<file path="src/sv/stq_pkg.sv">
// shared types and constants of the sorted deadline timer queue
// no dependencies; imported by every module of the block
`default_nettype none

package stq_pkg;

  // queue depth and scheduler tick divider (divider is a power of two)
  localparam int unsigned CAPACITY   = 16;
  localparam int unsigned TICK_DIV   = 32;
  localparam int unsigned TICK_SHIFT = $clog2(TICK_DIV);
  localparam int unsigned CNT_W      = $clog2(CAPACITY + 1);

  // field widths
  localparam int unsigned TIME_W  = 64;
  localparam int unsigned DELAY_W = 40;
  localparam int unsigned HND_W   = 16;
  localparam int unsigned FREQ_W  = 32;

  localparam logic [FREQ_W-1:0] FREQ_RESET = 32'd10000000;

  // input kinds
  localparam logic KIND_ADD  = 1'b0;
  localparam logic KIND_TICK = 1'b1;

  // result kinds
  localparam logic [1:0] RK_EXPIRED = 2'd0;
  localparam logic [1:0] RK_REARM   = 2'd1;
  localparam logic [1:0] RK_ADDED   = 2'd2;
  localparam logic [1:0] RK_FULL    = 2'd3;

  // operation broadcast to every cell
  typedef enum logic [1:0] {
    CELL_HOLD,
    CELL_INSERT,
    CELL_SHIFT
  } cell_op_t;

  typedef struct packed {
    cell_op_t          op;
    logic [TIME_W-1:0] dl;
    logic [HND_W-1:0]  handle;
  } cell_ctrl_t;

endpackage

`default_nettype wire

</file>
<file path="src/sv/stq_cell.sv">
// one queue slot: holds a deadline and handle, compares against a new
// deadline, and shifts right on insert or left on pop; uses stq_pkg
`default_nettype none

module stq_cell
  import stq_pkg::*;
(
  input  wire logic              clk,
  input  wire cell_ctrl_t        ctrl,
  input  wire logic              occ,
  input  wire logic              left_go,
  input  wire logic [TIME_W-1:0] left_dl,
  input  wire logic [HND_W-1:0]  left_handle,
  input  wire logic [TIME_W-1:0] right_dl,
  input  wire logic [HND_W-1:0]  right_handle,
  output logic                   go,
  output logic [TIME_W-1:0]      dl,
  output logic [HND_W-1:0]       handle
);

  logic [TIME_W-1:0] dl_r, dl_nxt;
  logic [HND_W-1:0]  handle_r, handle_nxt;

  // new word lands here or further left when this slot is free or later
  assign go = !occ || (ctrl.dl < dl_r);

  // slot update
  always_comb begin
    dl_nxt     = dl_r;
    handle_nxt = handle_r;
    case (ctrl.op)
      CELL_INSERT: begin
        if (go) begin
          if (left_go) begin
            dl_nxt     = left_dl;
            handle_nxt = left_handle;
          end else begin
            dl_nxt     = ctrl.dl;
            handle_nxt = ctrl.handle;
          end
        end
      end
      CELL_SHIFT: begin
        dl_nxt     = right_dl;
        handle_nxt = right_handle;
      end
      default: begin
        dl_nxt     = dl_r;
        handle_nxt = handle_r;
      end
    endcase
  end

  always_ff @(posedge clk) begin
    dl_r     <= dl_nxt;
    handle_r <= handle_nxt;
  end

  assign dl     = dl_r;
  assign handle = handle_r;

endmodule

`default_nettype wire

</file>
<file path="src/sv/sorted_deadline_timer_queue_core.sv">
// An accepted item goes to S_CALC, where the deadline or rearm value is
// summed, then to S_ADD or S_POP. An add gives its one word from S_ADD. A
// tick gives one expired word per cycle in S_POP while the output is free,
// then S_REARM gives the rearm word. One item at a time: in_ready only in S_IDLE.
// Reset (synchronous, rst_n low): queue empty, frequency 10000000, no output.
// top level: sequencer, entry count, output register and the row of cells
// depends on stq_pkg and stq_cell
`default_nettype none

module sorted_deadline_timer_queue_core
  import stq_pkg::*;
(
  input  wire logic               clk,
  input  wire logic               rst_n,
  // input channel
  input  wire logic               in_valid,
  output logic                    in_ready,
  input  wire logic               in_kind,
  input  wire logic [TIME_W-1:0]  in_now,
  input  wire logic [DELAY_W-1:0] in_delay_ticks,
  input  wire logic [HND_W-1:0]   in_handle,
  // result channel
  output logic                    out_valid,
  input  wire logic               out_ready,
  output logic [1:0]              out_result_kind,
  output logic [HND_W-1:0]        out_expired_handle,
  output logic [TIME_W-1:0]       out_compare_value,
  output logic                    out_resched_req,
  output logic                    out_last,
  // configuration write
  input  wire logic               cfg_valid,
  output logic                    cfg_ready,
  input  wire logic [FREQ_W-1:0]  cfg_wdata
);

  typedef enum logic [2:0] {
    S_IDLE,
    S_CALC,
    S_ADD,
    S_POP,
    S_REARM
  } state_t;

  state_t             state_r, state_nxt;
  logic [CNT_W-1:0]   count_r, count_nxt;
  logic [FREQ_W-1:0]  freq_r;
  logic               kind_r;
  logic [TIME_W-1:0]  now_r;
  logic [DELAY_W-1:0] delay_r;
  logic [HND_W-1:0]   hnd_r;
  logic [TIME_W-1:0]  sum_r, sum_nxt;

  logic               out_valid_r, out_valid_nxt;
  logic [1:0]         rk_r, rk_nxt;
  logic [HND_W-1:0]   exp_r, exp_nxt;
  logic [TIME_W-1:0]  cmp_r, cmp_nxt;
  logic               resched_r, resched_nxt;
  logic               last_r, last_nxt;

  cell_ctrl_t         ctrl;
  logic [CAPACITY-1:0] occ;
  logic [CAPACITY-1:0] cell_go;
  logic [CAPACITY-1:0] left_go;
  logic [TIME_W-1:0]  cell_dl [CAPACITY];
  logic [HND_W-1:0]   cell_hd [CAPACITY];
  logic [TIME_W-1:0]  left_dl [CAPACITY];
  logic [HND_W-1:0]   left_hd [CAPACITY];
  logic [TIME_W-1:0]  right_dl [CAPACITY];
  logic [HND_W-1:0]   right_hd [CAPACITY];

  logic out_free, full, pop_hit, accept;

  assign in_ready  = (state_r == S_IDLE);
  assign accept    = in_valid && in_ready;
  assign cfg_ready = 1'b1;
  assign out_free  = !out_valid_r || out_ready;
  assign full      = (count_r == CNT_W'(CAPACITY));
  assign pop_hit   = occ[0] && (cell_dl[0] <= now_r);

  // row of cells with neighbor links
  for (genvar i = 0; i < CAPACITY; i++) begin : g_cell
    assign occ[i] = (count_r > CNT_W'(i));
    if (i == 0) begin : g_first
      assign left_go[i] = 1'b0;
      assign left_dl[i] = ctrl.dl;
      assign left_hd[i] = ctrl.handle;
    end else begin : g_inner
      assign left_go[i] = cell_go[i-1];
      assign left_dl[i] = cell_dl[i-1];
      assign left_hd[i] = cell_hd[i-1];
    end
    if (i == CAPACITY - 1) begin : g_last
      assign right_dl[i] = cell_dl[i];
      assign right_hd[i] = cell_hd[i];
    end else begin : g_mid
      assign right_dl[i] = cell_dl[i+1];
      assign right_hd[i] = cell_hd[i+1];
    end
    stq_cell u_cell (
      .clk          (clk),
      .ctrl         (ctrl),
      .occ          (occ[i]),
      .left_go      (left_go[i]),
      .left_dl      (left_dl[i]),
      .left_handle  (left_hd[i]),
      .right_dl     (right_dl[i]),
      .right_handle (right_hd[i]),
      .go           (cell_go[i]),
      .dl           (cell_dl[i]),
      .handle       (cell_hd[i])
    );
  end

  // sequencer: next state, cell operation and output word
  always_comb begin
    state_nxt     = state_r;
    count_nxt     = count_r;
    sum_nxt       = sum_r;
    ctrl.op       = CELL_HOLD;
    ctrl.dl       = sum_r;
    ctrl.handle   = hnd_r;
    out_valid_nxt = out_valid_r && !out_ready;
    rk_nxt        = rk_r;
    exp_nxt       = exp_r;
    cmp_nxt       = cmp_r;
    resched_nxt   = resched_r;
    last_nxt      = last_r;
    unique case (state_r)
      S_IDLE: begin
        if (accept) state_nxt = S_CALC;
      end
      S_CALC: begin
        // deadline for an add, tick-based rearm value for a tick
        if (kind_r == KIND_ADD) begin
          sum_nxt   = now_r + TIME_W'(delay_r);
          state_nxt = S_ADD;
        end else begin
          sum_nxt   = now_r + TIME_W'(freq_r >> TICK_SHIFT);
          state_nxt = S_POP;
        end
      end
      S_ADD: begin
        if (out_free) begin
          out_valid_nxt = 1'b1;
          exp_nxt       = '0;
          resched_nxt   = 1'b0;
          last_nxt      = 1'b1;
          cmp_nxt       = '0;
          if (full) begin
            rk_nxt = RK_FULL;
          end else begin
            ctrl.op   = CELL_INSERT;
            count_nxt = count_r + 1'b1;
            if (cell_go[0]) begin
              rk_nxt  = RK_REARM;
              cmp_nxt = sum_r;
            end else begin
              rk_nxt = RK_ADDED;
            end
          end
          state_nxt = S_IDLE;
        end
      end
      S_POP: begin
        // one expired head per cycle while the output is free
        if (!pop_hit) begin
          state_nxt = S_REARM;
        end else if (out_free) begin
          ctrl.op       = CELL_SHIFT;
          count_nxt     = count_r - 1'b1;
          out_valid_nxt = 1'b1;
          rk_nxt        = RK_EXPIRED;
          exp_nxt       = cell_hd[0];
          cmp_nxt       = '0;
          resched_nxt   = 1'b0;
          last_nxt      = 1'b0;
        end
      end
      S_REARM: begin
        if (out_free) begin
          out_valid_nxt = 1'b1;
          rk_nxt        = RK_REARM;
          exp_nxt       = '0;
          cmp_nxt       = (occ[0] && (cell_dl[0] < sum_r)) ? cell_dl[0] : sum_r;
          resched_nxt   = 1'b1;
          last_nxt      = 1'b1;
          state_nxt     = S_IDLE;
        end
      end
      default: state_nxt = S_IDLE;
    endcase
  end

  // state and registered outputs
  always_ff @(posedge clk) begin
    if (!rst_n) begin
      state_r     <= S_IDLE;
      count_r     <= '0;
      freq_r      <= FREQ_RESET;
      out_valid_r <= 1'b0;
    end else begin
      state_r     <= state_nxt;
      count_r     <= count_nxt;
      out_valid_r <= out_valid_nxt;
      if (cfg_valid && cfg_ready) freq_r <= cfg_wdata;
    end
  end

  // payload registers
  always_ff @(posedge clk) begin
    if (accept) begin
      kind_r  <= in_kind;
      now_r   <= in_now;
      delay_r <= in_delay_ticks;
      hnd_r   <= in_handle;
    end
    sum_r     <= sum_nxt;
    rk_r      <= rk_nxt;
    exp_r     <= exp_nxt;
    cmp_r     <= cmp_nxt;
    resched_r <= resched_nxt;
    last_r    <= last_nxt;
  end

  assign out_valid          = out_valid_r;
  assign out_result_kind    = rk_r;
  assign out_expired_handle = exp_r;
  assign out_compare_value  = cmp_r;
  assign out_resched_req    = resched_r;
  assign out_last           = last_r;

endmodule

`default_nettype wire

</file>
<file path="config.mk">
export PLATFORM = sky130hd
export DESIGN_NAME = sorted_deadline_timer_queue_core
export DESIGN_NICKNAME = d
export VERILOG_FILES = /design/src/sv/stq_pkg.sv /design/src/sv/stq_cell.sv /design/src/sv/sorted_deadline_timer_queue_core.sv
export SDC_FILE = /design/constraint.sdc
export NUM_CORES = 2
export LEC_CHECK = 0
export CELL_PAD_IN_SITES_DETAIL_PLACEMENT = 0
export CELL_PAD_IN_SITES_GLOBAL_PLACEMENT = 1
export CORE_ASPECT_RATIO = 0.75
export CORE_MARGIN = 2
export CORE_UTILIZATION = 52
export DETAILED_ROUTE_END_ITERATION = 8
export DONT_BUFFER_PORTS = 1
export PLACE_DENSITY_LB_ADDON = 0.05
export SLEW_MARGIN = 25
export SYNTH_ARGS = -nofsm -noshare
export SYNTH_HDL_FRONTEND = slang
export SYNTH_SLANG_ARGS = --single-unit
</file>
<file path="constraint.sdc">
create_clock -name clk -period 11.9 [get_ports clk]
set_clock_uncertainty 0.05 [all_clocks]
set_input_delay 0 -clock clk [delete_from_list [all_inputs] [get_ports clk]]
set_output_delay 0 -clock clk [all_outputs]
set_load 0.05 [all_outputs]
</file>
==> impl_metrics.json <==
{
  "status": "completed",
  "yosysTopAreaCell": "sky130_fd_sc_hd__edfxtp_1",
  "initial_core_utilization": 0.5229,
  "antenna_found_initial": 17,
  "final_gp_congestion": 0.9299,
  "final-hold-violation-count": 0,
  "insertion_delay_ns": 0.85,
  "core-area_mm2": 0.1969,
  "dr.first_iter.drc_count": 9255,
  "synth_top_area_share": 0.4518,
  "drive_gt1_frac": 0.06041,
  "critical_path_class": "reg -> reg",
  "vdd_drop_max_mv": 0.1230,
  "critical_path.endpoint_type": "flop",
  "mappedNetlistArea_mm2": 0.1030,
  "cts.reportedPaths.clkPinSlew_ns": 0.06,
  "cap_violations": 0,
  "finalMaxSlewViolations": 0,
  "detail_route.first_pass.iterations": 7,
  "post_route_clock_period_utilization": 0.5713,
  "die_area_mm2": 0.2016,
  "vias_per_cell": 6.361,
  "post_cts_buffers": 0,
  "ctsRootBufferMaster": "sky130_fd_sc_hd__clkbuf_16",
  "cts_buffer_depth": 4,
  "worst_hold_path_type": "in -> reg",
  "die_height_um": 389.3,
  "worstPathBufferInverterCount": 3,
  "cts_resized": 0,
  "place.detailed.hpwl_um": 232900,
  "min_period_ns": 6.799,
  "detailroute.via_count": 81700,
  "slew_headroom": 0.1119,
  "fin_nets": 11340,
  "worstPathMaxFanout": 176,
  "unrepaired_setup_endpoints_after_global_routing": "no",
  "grt_pass1_wl_um": 505400,
  "port_buffers": 0,
  "synth_edf_count": 1549,
  "top_level_ports": 245,
  "synth.distinct_cells": 80,
  "die_w_um": 517.8,
  "rows": 141,
  "tightest_slew_ns": 1.332,
  "grt-ovfl-total": 0,
  "timing.fmax_mhz": 147.1,
  "multi_input_area_mm2": 0.04890,
  "ys_seq_elements": 1585,
  "post-route-worst-setup-slack_ns": 5.101,
  "synth-async-reset-ratio": 0,
  "critPathLaunch": "g_cell[0].u_cell.dl[63]$_DFFE_PP_",
  "timing.critical_path.slowest_cell_delay_ns": 0.93,
  "layout.area.seq_mm2": 0.04724,
  "detail-route-antenna-nets": 0,
  "ys_seq_area_frac": 0.4588,
  "synthCells": 10010,
  "dp_worst_setup_slack_ns": 5.250,
  "cp_cell_sequence": "ha_1 > nand4_1 > nor4_4 > buf_4 > nand4_1 > a31oi_1 > nor4_1 > a21oi_2 > or4_4 > buf_12 > buf_12 > nand2_1 > o221ai_1",
  "fin_tns_setup_ns": 0,
  "warning_count_from_the_yosys_run": 0,
  "cpLargestDelayFamily": "simple AND/OR/NAND/NOR gates",
  "critical-path-slowest-cell": "sky130_fd_sc_hd__or4_4",
  "drt_wl_total_um": 342100,
  "cts_buffers": 183,
  "critical_path_arrival_ns": 7.41,
  "gr-usage-all-layers": 0.3300,
  "rr_startpoint": "g_cell[0].u_cell.dl[63]$_DFFE_PP_",
  "leakage_power_summed_over_all_cells_nw": 46.19,
  "timing.hold.worst.start": "in_valid",
  "power-per-cell-area_mw_per_mm2": 126.6,
  "avgRoutedWirePerCell_um": 26.63,
  "synth_area_per_cell_um2": 10.28,
  "worst-endpoint-required_ns": 12.51,
  "post_synth_main_area_contributors": "sky130_fd_sc_hd__edfxtp_1, sky130_fd_sc_hd__ha_1, sky130_fd_sc_hd__mux2i_1",
  "nFillCells": 16710,
  "timing.critical_path.from_type": "flop",
  "area_growth_syn_to_layout_pct": 10.90,
  "final-setup-viol-count": 0,
  "sink_count_of_the_clock_tree": 1585,
  "synth_fp_nets": 11290,
  "detail_route.drc_violations": 0,
  "tritoncts": "done",
  "grt_pass1_vias": 79380,
  "synthFlopType": "sky130_fd_sc_hd__edfxtp_1",
  "cts_htree_levels": 4,
  "grt_start_max_net_pins": 226
}
-- synthesized netlist by cell type, types with 216 or more instances --
| library cell | number |
|---|---|
| sky130_fd_sc_hd__nand4_1 | 216 |
| sky130_fd_sc_hd__inv_1 | 1110 |
| sky130_fd_sc_hd__o221ai_1 | 318 |
| sky130_fd_sc_hd__nand2_1 | 862 |
| sky130_fd_sc_hd__nand3_1 | 664 |
| sky130_fd_sc_hd__edfxtp_1 | 1549 |
| sky130_fd_sc_hd__o21ai_0 | 601 |
| sky130_fd_sc_hd__nor2_1 | 368 |
| sky130_fd_sc_hd__ha_1 | 1118 |
| sky130_fd_sc_hd__clkbuf_1 | 330 |
| sky130_fd_sc_hd__mux2i_1 | 482 |
| sky130_fd_sc_hd__a21oi_1 | 592 |
-- state kept, by name (all words and copies together) (netlist names) --
register              flops
g_cell.u_cell.handle    256
now_r                    64
kind_r                    1
g_cell.u_cell.dl       1024
delay_r                  40
out_expired_handle       16
freq_r                   27
state_r                   3
sum_r                    64
out_valid                 1
out_compare_value        64
out_resched_req           1
out_result_kind           2
count_r                   5
out_last                  1
hnd_r                    16
-- report_power, final --
group          total [W]  internal [W]  switching [W]
clock network    0.00565       0.00319        0.00246
logic            0.00220      0.000768        0.00143
registers        0.00661       0.00642       0.000188
total             0.0145        0.0104        0.00408
-- worst reg2reg max path: stages (launching register included) --
cell and delay (ns):
sky130_fd_sc_hd__edfxtp_1 0.49, sky130_fd_sc_hd__ha_1 0.37, sky130_fd_sc_hd__nand4_1 0.28, sky130_fd_sc_hd__nor4_4 0.34, sky130_fd_sc_hd__buf_4 0.33, sky130_fd_sc_hd__nand4_1 0.31, sky130_fd_sc_hd__a31oi_1 0.26, sky130_fd_sc_hd__nor4_1 0.08
sky130_fd_sc_hd__a21oi_2 0.78, sky130_fd_sc_hd__or4_4 0.94, sky130_fd_sc_hd__buf_12 0.58, sky130_fd_sc_hd__buf_12 0.69, sky130_fd_sc_hd__nand2_1 0.76, sky130_fd_sc_hd__o221ai_1 0.38
-- stage by stage --
step	cell area [µm²]	instances	hold slack, ns	utilization	total power (W)
after floorplan	103000	10010	0.04887	-	0.008004
after global placement	105000	12190	0.01800	0.5335	0.008701
after detailed placement	105100	12190	0.02243	0.5339	0.008769
after CTS	114100	12840	0.05771	0.5795	0.01447
after global routing	114200	12840	0.1165	0.5799	0.01495
final	114200	12840	0.1287	0.5799	0.01446
-- kinds of logic after synthesis --
kind of cell / Yosys count / synth area share
other: 1 / 0.00003642
adders and majority gates: 1119 / 0.1361
and+or+nand+nor: 2384 / 0.1070
DFF: 1585 / 0.4588
buffers and inverters: 1753 / 0.07107
AOI/OAI and AO/OA: 2524 / 0.1636
xor gates and xnor gates: 60 / 0.005104
muxes: 587 / 0.05835
-- cell usage in the layout (no fill, tap or decap), types with 97 or more instances in the layout --
master                          instances
sky130_fd_sc_hd__inv_1               1110
sky130_fd_sc_hd__a21oi_1              586
sky130_fd_sc_hd__dlygate4sd3_1        327
sky130_fd_sc_hd__o21ai_0              591
sky130_fd_sc_hd__buf_4                153
sky130_fd_sc_hd__nor2b_1               97
sky130_fd_sc_hd__o211ai_1             205
sky130_fd_sc_hd__mux2i_1              482
sky130_fd_sc_hd__o311ai_1             145
sky130_fd_sc_hd__edfxtp_1            1549
sky130_fd_sc_hd__nor2_1               366
sky130_fd_sc_hd__clkbuf_16            188
sky130_fd_sc_hd__mux2_2               105
sky130_fd_sc_hd__ha_1                1118
sky130_fd_sc_hd__nand2_1              856
sky130_fd_sc_hd__nand3_1              664
sky130_fd_sc_hd__nand4_1              216
sky130_fd_sc_hd__o221ai_1             318
sky130_fd_sc_hd__a21o_1               170
-- area by class of cell --
| class | instances | share of cell area |
|---|---|---|
| multi-input cells | 6675 | 0.4283 |
| flip-flops and latches | 1585 | 0.4137 |
| repair buffers | 504 | 0.04253 |
| clock buffers | 228 | 0.04252 |
| inverters | 1111 | 0.03653 |
| well taps | 2645 | 0.02899 |
| clock inverters | 94 | 0.007353 |
| diodes | 1 | 0.00002192 |
-- layer usage --
metal,share of wire,global-route usage,wire (µm),vias up
li1,-,-,-,37610
met4,0.033,0.1088,11450,8
met1,0.44,0.4694,149900,39840
met3,0.090,0.06247,30920,556
met5,0.00014,0,49,-
met2,0.44,0.5068,149700,3691
-- timing repair --
| action | CTS | global route |
|---|---|---|
| hold endpoints to repair | 194 | 0 |
| hold buffers | 328 | 0 |
| setup endpoints to repair | 0 | 0 |
-- worst paths after layout --
kind	to	slack (ns)	cells past startpoint
worst max-delay path	g_cell[9].u_cell.dl[21]$_DFFE_PP_	5.10	13
worst min-delay path	hnd_r[3]$_DFFE_PP_	0.13	2
worst max register to register	g_cell[9].u_cell.dl[21]$_DFFE_PP_	5.10	13
worst min register to register	g_cell[7].u_cell.handle[0]$_DFFE_PP_	0.48	2
No activity file was read; power rests on OpenSTA's default activity.
